## config.mk

```make
export PLATFORM = sky130hd
export DESIGN_NAME = signed_integer_to_radix_text
export DESIGN_NICKNAME = d
export VERILOG_FILES = /design/src/hdl/sirt_pkg.sv /design/src/hdl/signed_integer_to_radix_text.sv /design/src/hdl/sirt_queue.sv /design/src/hdl/sirt_front.sv /design/src/hdl/sirt_back.sv
export VERILOG_INCLUDE_DIRS = /design/src /design/src/hdl
export SDC_FILE = /design/constraint.sdc
export NUM_CORES = 1
export LEC_CHECK = 0
export BUFFER_PORTS_ARGS = -buffer_cell sky130_fd_sc_hd__buf_2
export CAP_MARGIN = 10
export CELL_PAD_IN_SITES_DETAIL_PLACEMENT = 0
export CELL_PAD_IN_SITES_GLOBAL_PLACEMENT = 1
export CORE_MARGIN = 10
export CORE_UTILIZATION = 45
export DETAILED_ROUTE_END_ITERATION = 12
export PLACE_DENSITY_LB_ADDON = 0.3
export SLEW_MARGIN = 20
export SYNTH_ARGS = -nofsm -noshare
export SYNTH_HDL_FRONTEND = slang
export SYNTH_HIERARCHICAL = 1
export SYNTH_SLANG_ARGS = --single-unit
```

## constraint.sdc

```tcl
create_clock -name aclk -period 10.1 [get_ports aclk]
set_clock_uncertainty 0.15 [all_clocks]
set_input_delay 1.01 -clock aclk [delete_from_list [all_inputs] [get_ports aclk]]
set_output_delay 1.01 -clock aclk [all_outputs]
set_load 0.01 [all_outputs]
```

## src/hdl/signed_integer_to_radix_text_defines.svh

```systemverilog
// Assertion macros shared by the radix text block.
`ifndef SIGNED_INTEGER_TO_RADIX_TEXT_DEFINES_SVH
`define SIGNED_INTEGER_TO_RADIX_TEXT_DEFINES_SVH

// Same-cycle implication, disabled during reset.
`define SIRT_ASSERT_NOW(label, clk, rstn, ante, cons) \
    label: assert property (@(posedge clk) disable iff (!(rstn)) (ante) |-> (cons)) \
        else $error("sirt assertion failed");

// Next-cycle implication, disabled during reset.
`define SIRT_ASSERT_NEXT(label, clk, rstn, ante, cons) \
    label: assert property (@(posedge clk) disable iff (!(rstn)) (ante) |=> (cons)) \
        else $error("sirt assertion failed");

`endif

```

## src/hdl/sirt_pkg.sv

```systemverilog
// Shared types, constants and helpers of the radix text block.
`default_nettype none
package sirt_pkg;

    localparam int MAX_RADIX_DEF = 16;
    localparam int MAX_DIGITS    = 32;
    localparam int QUEUE_DEPTH   = 2;
    localparam int NUM_W         = 32;
    localparam int RADIX_W       = 5;
    localparam int ALPHA_CHARS   = 16;

    localparam logic [7:0] CHAR_PLUS  = 8'h2B;
    localparam logic [7:0] CHAR_MINUS = 8'h2D;
    localparam logic [7:0] CHAR_SPACE = 8'h20;
    localparam logic [7:0] CHAR_TAB   = 8'd9;
    localparam logic [7:0] CHAR_CR    = 8'd13;
    localparam logic [7:0] CHAR_NUL   = 8'd0;

    typedef enum logic [1:0] {
        REG_DIGITS_LOW   = 2'd0,
        REG_DIGITS_HIGH  = 2'd1,
        REG_RADIX_LENGTH = 2'd2
    } reg_index_t;

    typedef struct packed {
        logic [8*ALPHA_CHARS-1:0] alpha;  // {digits_high, digits_low}
        logic [RADIX_W-1:0]       radix;
    } cfg_t;

    typedef struct packed {
        logic             neg;
        logic [NUM_W-1:0] mag;
    } item_t;

    function automatic logic [7:0] alpha_char(input logic [8*ALPHA_CHARS-1:0] alpha,
                                              input logic [3:0] idx);
        return alpha[{idx, 3'b000} +: 8];
    endfunction

endpackage
`default_nettype wire

```

## src/hdl/signed_integer_to_radix_text.sv

```systemverilog
// Top level of the signed integer to radix text block: configuration registers and wiring.
//
// Usage:
//   s_t* channel takes one signed 32-bit number per item (s_tdata[31:0]).
//   m_t* channel gives one character per item in m_tdata[7:0]; m_tlast marks
//   the last character of a number. A negative number starts with '-'.
//   cfg_we/cfg_index/cfg_wdata write digits_low (0), digits_high (1) and
//   radix_length (2); write only while no number is in flight.
//   Accepted numbers pass a two-entry queue, so the input keeps accepting
//   while the back end converts, until the queue is full. Numbers seen with
//   an invalid alphabet are consumed and print nothing.
//   Per number, the divider makes 8 quotient bits per cycle, one digit per
//   full 32-bit division; then the sign, if any, and the digits go out as
//   one character per cycle while m_tready does not stall them.
//   Radix 16 needs up to 8 digits, radix 2 up to 32.
//   A stalled m_tready holds the current character and the character output waits.
//   Reset clears the registers (alphabet invalid) and empties the queue.
`default_nettype none
module signed_integer_to_radix_text
    import sirt_pkg::*;
#(
    parameter int MAX_RADIX = MAX_RADIX_DEF
) (
    input  wire logic             aclk,
    input  wire logic             aresetn,
    input  wire logic             s_tvalid,
    output logic                  s_tready,
    input  wire logic [NUM_W-1:0] s_tdata,    // [31:0] number
    output logic                  m_tvalid,
    input  wire logic             m_tready,
    output logic [7:0]            m_tdata,    // [7:0] text_char
    output logic                  m_tlast,
    input  wire logic             cfg_we,
    input  wire logic [1:0]       cfg_index,
    input  wire logic [63:0]      cfg_wdata
);
    logic [63:0]        digits_low_reg, digits_high_reg;
    logic [RADIX_W-1:0] radix_reg;
    cfg_t               cfg;
    logic               push, full, pop, not_empty;
    item_t              push_item, pop_item;

    always_ff @(posedge aclk) begin
        if (!aresetn) begin
            digits_low_reg  <= '0;
            digits_high_reg <= '0;
            radix_reg       <= '0;
        end else if (cfg_we) begin
            unique case (reg_index_t'(cfg_index))
                REG_DIGITS_LOW:   digits_low_reg  <= cfg_wdata;
                REG_DIGITS_HIGH:  digits_high_reg <= cfg_wdata;
                REG_RADIX_LENGTH: radix_reg       <= cfg_wdata[RADIX_W-1:0];
                default: ;
            endcase
        end
    end

    assign cfg.alpha = {digits_high_reg, digits_low_reg};
    assign cfg.radix = radix_reg;

    sirt_front #(.MAX_RADIX(MAX_RADIX)) u_front (
        .s_tvalid   (s_tvalid),
        .s_tready   (s_tready),
        .s_tdata    (s_tdata),
        .cfg        (cfg),
        .queue_full (full),
        .push       (push),
        .push_item  (push_item)
    );

    sirt_queue u_queue (
        .aclk      (aclk),
        .aresetn   (aresetn),
        .push      (push),
        .push_item (push_item),
        .full      (full),
        .pop       (pop),
        .pop_item  (pop_item),
        .not_empty (not_empty)
    );

    sirt_back #(.MAX_RADIX(MAX_RADIX)) u_back (
        .aclk     (aclk),
        .aresetn  (aresetn),
        .cfg      (cfg),
        .q_valid  (not_empty),
        .q_item   (pop_item),
        .q_pop    (pop),
        .m_tvalid (m_tvalid),
        .m_tready (m_tready),
        .m_tdata  (m_tdata),
        .m_tlast  (m_tlast)
    );

endmodule
`default_nettype wire

```

## src/hdl/sirt_queue.sv

```systemverilog
// Short item queue between the front and back parts.
`default_nettype none
module sirt_queue
    import sirt_pkg::*;
(
    input  wire logic  aclk,
    input  wire logic  aresetn,
    input  wire logic  push,
    input  wire item_t push_item,
    output logic       full,
    input  wire logic  pop,
    output item_t      pop_item,
    output logic       not_empty
);
    localparam int PTR_W = (QUEUE_DEPTH > 1) ? $clog2(QUEUE_DEPTH) : 1;
    localparam int CNT_W = $clog2(QUEUE_DEPTH + 1);

    item_t             mem_reg [QUEUE_DEPTH];
    logic [PTR_W-1:0]  wr_ptr_reg, wr_ptr_next;
    logic [PTR_W-1:0]  rd_ptr_reg, rd_ptr_next;
    logic [CNT_W-1:0]  count_reg, count_next;
    logic              do_push, do_pop;

    assign full      = (count_reg == CNT_W'(QUEUE_DEPTH));
    assign not_empty = (count_reg != '0);
    assign do_push   = push && !full;
    assign do_pop    = pop && not_empty;
    assign pop_item  = mem_reg[rd_ptr_reg];

    always_comb begin
        wr_ptr_next = wr_ptr_reg;
        rd_ptr_next = rd_ptr_reg;
        count_next  = count_reg;
        if (do_push) begin
            wr_ptr_next = (wr_ptr_reg == PTR_W'(QUEUE_DEPTH - 1)) ? '0 : wr_ptr_reg + 1'b1;
        end
        if (do_pop) begin
            rd_ptr_next = (rd_ptr_reg == PTR_W'(QUEUE_DEPTH - 1)) ? '0 : rd_ptr_reg + 1'b1;
        end
        if (do_push && !do_pop) begin
            count_next = count_reg + 1'b1;
        end else if (do_pop && !do_push) begin
            count_next = count_reg - 1'b1;
        end
    end

    always_ff @(posedge aclk) begin
        if (!aresetn) begin
            wr_ptr_reg <= '0;
            rd_ptr_reg <= '0;
            count_reg  <= '0;
        end else begin
            wr_ptr_reg <= wr_ptr_next;
            rd_ptr_reg <= rd_ptr_next;
            count_reg  <= count_next;
        end
    end

    always_ff @(posedge aclk) begin
        if (do_push) begin
            mem_reg[wr_ptr_reg] <= push_item;
        end
    end

endmodule
`default_nettype wire

```

## src/hdl/sirt_front.sv

```systemverilog
// Front part: accepts numbers, checks the alphabet and splits sign from magnitude.
`default_nettype none
module sirt_front
    import sirt_pkg::*;
#(
    parameter int MAX_RADIX = MAX_RADIX_DEF
) (
    input  wire logic             s_tvalid,
    output logic                  s_tready,
    input  wire logic [NUM_W-1:0] s_tdata,   // [31:0] number
    input  wire cfg_t             cfg,
    input  wire logic             queue_full,
    output logic                  push,
    output item_t                 push_item
);
    logic       alpha_ok;
    logic [7:0] ci;

    // Alphabet check: radix range, illegal characters and all character pairs in use
    always_comb begin
        alpha_ok = (cfg.radix >= RADIX_W'(2)) && (cfg.radix <= RADIX_W'(MAX_RADIX));
        for (int i = 0; i < ALPHA_CHARS; i++) begin
            ci = alpha_char(cfg.alpha, 4'(i));
            if (RADIX_W'(i) < cfg.radix) begin
                if (ci == CHAR_NUL || ci == CHAR_PLUS || ci == CHAR_MINUS ||
                    ci == CHAR_SPACE || (ci >= CHAR_TAB && ci <= CHAR_CR)) begin
                    alpha_ok = 1'b0;
                end
                for (int j = i + 1; j < ALPHA_CHARS; j++) begin
                    if (RADIX_W'(j) < cfg.radix && alpha_char(cfg.alpha, 4'(j)) == ci) begin
                        alpha_ok = 1'b0;
                    end
                end
            end
        end
    end

    assign s_tready = !queue_full;
    // drop items outright when the alphabet is bad: they print nothing
    assign push          = s_tvalid && s_tready && alpha_ok;
    assign push_item.neg = s_tdata[NUM_W-1];
    assign push_item.mag = s_tdata[NUM_W-1] ? (~s_tdata + 1'b1) : s_tdata;

endmodule
`default_nettype wire

```

## src/hdl/sirt_back.sv

```systemverilog
// Back part: digit extraction by iterative division, digit stack and character output.
`default_nettype none
`include "signed_integer_to_radix_text_defines.svh"
module sirt_back
    import sirt_pkg::*;
#(
    parameter int MAX_RADIX = MAX_RADIX_DEF
) (
    input  wire logic  aclk,
    input  wire logic  aresetn,
    input  wire cfg_t  cfg,
    input  wire logic  q_valid,
    input  wire item_t q_item,
    output logic       q_pop,
    output logic       m_tvalid,
    input  wire logic  m_tready,
    output logic [7:0] m_tdata,   // [7:0] text_char
    output logic       m_tlast
);
    localparam int DIGIT_W = (MAX_RADIX > 2) ? $clog2(MAX_RADIX) : 1;
    localparam int ND_W    = $clog2(MAX_DIGITS + 1);
    localparam int BITS_PER_CYCLE = 8;

    typedef enum logic [3:0] {
        S_IDLE = 4'b0001,
        S_DIV  = 4'b0010,
        S_SIGN = 4'b0100,
        S_EMIT = 4'b1000
    } state_t;

    state_t                   state_reg, state_next;
    logic [NUM_W-1:0]         quo_reg, quo_next;
    logic [3:0]               rem_reg, rem_next;
    logic [1:0]               step_reg, step_next;
    logic                     neg_reg, neg_next;
    logic [ND_W-1:0]          nd_reg, nd_next;
    logic [DIGIT_W-1:0]       stack_reg [MAX_DIGITS];
    logic [DIGIT_W-1:0]       stack_next [MAX_DIGITS];
    logic                     m_valid_reg, m_valid_next;
    logic [7:0]               m_data_reg, m_data_next;
    logic                     m_last_reg, m_last_next;

    logic [NUM_W-1:0]         div_q;
    logic [3:0]               div_r;
    logic [4:0]               r5;
    logic                     ge;
    logic                     slot_free;

    // Eight restoring division steps per cycle
    always_comb begin
        div_q = quo_reg;
        div_r = rem_reg;
        r5    = '0;
        ge    = 1'b0;
        for (int k = 0; k < BITS_PER_CYCLE; k++) begin
            r5    = {div_r, div_q[NUM_W-1]};
            ge    = (r5 >= cfg.radix);
            div_q = {div_q[NUM_W-2:0], ge};
            if (ge) begin
                r5 = r5 - cfg.radix;
            end
            div_r = r5[3:0];
        end
    end

    assign slot_free = !m_valid_reg || m_tready;
    assign q_pop     = (state_reg == S_IDLE) && q_valid;

    always_comb begin
        state_next   = state_reg;
        quo_next     = quo_reg;
        rem_next     = rem_reg;
        step_next    = step_reg;
        neg_next     = neg_reg;
        nd_next      = nd_reg;
        stack_next   = stack_reg;
        m_valid_next = m_valid_reg && !m_tready;
        m_data_next  = m_data_reg;
        m_last_next  = m_last_reg;
        unique case (state_reg)
            S_IDLE: begin
                if (q_valid) begin
                    quo_next   = q_item.mag;
                    neg_next   = q_item.neg;
                    rem_next   = '0;
                    step_next  = '0;
                    nd_next    = '0;
                    state_next = S_DIV;
                end
            end
            S_DIV: begin
                quo_next  = div_q;
                rem_next  = div_r;
                step_next = step_reg + 1'b1;
                if (step_reg == 2'd3) begin
                    // push the finished digit and restart on the quotient
                    for (int k = 1; k < MAX_DIGITS; k++) begin
                        stack_next[k] = stack_reg[k-1];
                    end
                    stack_next[0] = div_r[DIGIT_W-1:0];
                    nd_next       = nd_reg + 1'b1;
                    rem_next      = '0;
                    if (div_q == '0) begin
                        state_next = neg_reg ? S_SIGN : S_EMIT;
                    end
                end
            end
            S_SIGN: begin
                if (slot_free) begin
                    m_valid_next = 1'b1;
                    m_data_next  = CHAR_MINUS;
                    m_last_next  = 1'b0;
                    state_next   = S_EMIT;
                end
            end
            S_EMIT: begin
                if (slot_free) begin
                    m_valid_next = 1'b1;
                    m_data_next  = alpha_char(cfg.alpha, 4'(stack_reg[0]));
                    m_last_next  = (nd_reg == ND_W'(1));
                    // pop the top digit
                    for (int k = 0; k < MAX_DIGITS - 1; k++) begin
                        stack_next[k] = stack_reg[k+1];
                    end
                    nd_next = nd_reg - 1'b1;
                    if (nd_reg == ND_W'(1)) begin
                        state_next = S_IDLE;
                    end
                end
            end
            default: state_next = S_IDLE;
        endcase
    end

    always_ff @(posedge aclk) begin
        if (!aresetn) begin
            state_reg   <= S_IDLE;
            m_valid_reg <= 1'b0;
        end else begin
            state_reg   <= state_next;
            m_valid_reg <= m_valid_next;
        end
    end

    always_ff @(posedge aclk) begin
        quo_reg    <= quo_next;
        rem_reg    <= rem_next;
        step_reg   <= step_next;
        neg_reg    <= neg_next;
        nd_reg     <= nd_next;
        stack_reg  <= stack_next;
        m_data_reg <= m_data_next;
        m_last_reg <= m_last_next;
    end

    assign m_tvalid = m_valid_reg;
    assign m_tdata  = m_data_reg;
    assign m_tlast  = m_last_reg;

    `SIRT_ASSERT_NEXT(a_pop_starts_div, aclk, aresetn, q_pop, state_reg == S_DIV)
    `SIRT_ASSERT_NOW(a_emit_has_digit, aclk, aresetn, state_reg == S_EMIT, nd_reg != '0)
    `SIRT_ASSERT_NOW(a_div_fits_stack, aclk, aresetn, state_reg == S_DIV, nd_reg < ND_W'(MAX_DIGITS))
    `SIRT_ASSERT_NOW(a_no_pop_while_busy, aclk, aresetn, state_reg != S_IDLE, !q_pop)

endmodule
`default_nettype wire

```

==> impl_metrics.tcl <==
set metrics [dict create \
    fill_cells 6760 \
    worstSkewPairLatency_ps 600 \
    overflow 0 \
    hold_path.class "reg2reg" \
    io_pins 114 \
    wl_per_cell_microns 24.8 \
    maxCapViolations 0 \
    critPathSlowestCell "edfxtp_1" \
    core_sq_um 71700 \
    diodes 0 \
    dp_hpwl_mm 69.2 \
    die_x_microns 289 \
    die_area_sq_um 83700 \
    synth_nets 3741 \
    dieHeight_microns 289 \
    gp_congestion 0.975 \
    cts_root_buf "clkbuf_16" \
    syn2layout_area_growth_pct 9.97 \
    antenna_left 0 \
    rows 98 \
    path_clk_slew_ps 60 \
    cp-end-kind "register" \
    power_density_nw_per_um2 211 \
    ys_ff_latch 391 \
    grt_pass1_vias 25500 \
    setup_violations 0 \
    syn_inst 3584 \
    fmax_mhz 102 \
    drt_first_pass_iters 6 \
    total_leakage_power_nw 13.5 \
    slew_viol_final 0 \
    synth.distinct_cells 93 \
    grt_usage_pct 25.9 \
    fin_area_sq_um 35900 \
    cp.buffers_inverters 3 \
    critical_path.max_fanout 7 \
    grt_max_degree 104 \
    cts.sinks 391 \
    via_count 27300 \
    power_mw 7.55 \
    postSynth.asyncResetShare_pct 0 \
    drive_above_1_share_pct 16.0 \
    via_per_inst 6.01 \
    critPathRequiredTime_ps 10430 \
    timing.slew.headroom_pct 19.8 \
    grt_pass1_wl_mm 166 \
    whs_ps 299 \
    drc 0 \
    arrival_ps 10150 \
    max_slew.worst_pin.slew_ps 1190 \
    synth-edff-count 248 \
    dpl_cell_area_sq_um 33800 \
    layout_common_cells "709 x xnor2_1, 578 x nand2_1, 318 x xor2_1" \
    cpLargestDelayFamily "compound AO/OA/AOI/OAI gates" \
    clock_path_buffers 3 \
    min_period_ps 9820 \
    fin_util_pct 50.0 \
    synth_area_sq_um 32600 \
    largest_reg_flops 128 \
    fin_crit_sh_pct 97.2 \
    synth_area_per_cell_sq_um 9.10 \
    ir_drop_mv 0.634 \
    io_buffers 113 \
    h-tree-depth 2 \
    grt_setup_unrepaired "yes" \
    max_stage_delay_ps 440 \
    drtIter0Drc 3500 \
    ys_seq_area_share_pct 31.6 \
    ys_warn_count 6 \
    status "finished, final reports clean" \
    path_class "reg2reg" \
    wl_mm 113 \
    cts_buffers 44 \
    antenna_found_initial 3 \
    synth_flop_cell "edfxtp_1" \
    final_common_cell "xnor2_1" \
    cts_tree "yes" \
    hold_viol 0 \
    fin_nets 3725 \
    start_util_pct 45.5 \
    cp-start-kind "register" \
]
[through the flow]
stage	cells	worst slack (ps)	TNS, ps
6_report	4552	283	0
5_1_grt	4552	-197	-758
4_1_cts	4526	19.1	0
3_5_place_dp	4443	-312	-2280
3_3_place_gp	4443	-275	-1590
2_1_floorplan	3584	1.21	0
[layer usage]
| metal | GRT usage (%) | part of all wire, % | vias up |
|---|---|---|---|
| met5 | 0 | 0 | - |
| met4 | 10.8 | 4.8 | 0 |
| met3 | 7.11 | 12 | 376 |
| met2 | 36.7 | 40 | 1685 |
| met1 | 36.4 | 43 | 13000 |
| li1 | - | - | 12200 |
[synthesized netlist by cell type (all sizes together), types with 52 or more instances]
| cell | count | area share [%] |
|---|---|---|
| nand4 | 164 | 3.1 |
| nor4 | 116 | 2.3 |
| o21ai | 159 | 2.6 |
| a21oi | 52 | 0.87 |
| dfxtp | 143 | 8.8 |
| buf | 289 | 4.9 |
| nand2 | 580 | 6.7 |
| mux2i | 140 | 4.3 |
| clkbuf | 93 | 1.1 |
| edfxtp | 248 | 23 |
| xor2 | 318 | 8.5 |
| xnor2 | 710 | 19 |
| nor3 | 79 | 1.2 |
[what timing repair did]
item	in CTS	in global routing
endpoints found under the setup margin	12	12
endpoints found under the hold margin	0	0
hold buffers	0	0
resized for setup	6	68
buffers inserted	3	26
pin swaps	2	37
[worst reg2reg max path: cells and delay by family (launching register included)]
kind | cells | cell delay (ps)
multiplexers | 2 | 650
buffers and inverters | 3 | 410
adder cells (fa/ha/maj) | 8 | 2200
flip-flops | 1 | 440
AND/OR/NAND/NOR | 11 | 1810
AO/OA/AOI/OAI | 24 | 4030
[cells by family after synthesis]
logic type	count (synthesis)	synth area share, %
AOI/OAI and AO/OA	359	7.06
and+or+nand+nor	1106	16.5
adders and majority gates	54	2.26
muxes	221	8.50
xor gates and xnor gates	1028	27.6
buffers and inverters	425	6.45
DFF	391	31.6
[path summary, 6_finish.rpt]
check                           slack, ps  depth (start not counted)                start                   to
worst max-delay path                  280                         48    u_back/rem_reg[1]  u_back/state_reg[1]
worst min-delay path                  300                          0  u_back/stack_reg[6]  u_back/stack_reg[2]
worst max register to register        280                         48    u_back/rem_reg[1]  u_back/state_reg[1]
worst min register to register        300                          0  u_back/stack_reg[6]  u_back/stack_reg[2]
[power breakdown]
part	switching [mW]	internal (mW)
registers	0.0173	1.73
logic	2.23	2.02
clock network	0.683	0.870
total	2.93	4.62
[area by class of cell]
cell class | count | area [sq um] | share of cell area [%]
multi-input cells | 2768 | 20700 | 57.6
flip-flops and latches | 391 | 10300 | 28.8
repair buffers | 320 | 2140 | 5.98
well taps | 950 | 1190 | 3.31
clock buffers | 53 | 1190 | 3.31
clock inverters | 27 | 198 | 0.551
inverters | 43 | 165 | 0.460
Note: power is estimated with default switching activity, not from simulation.
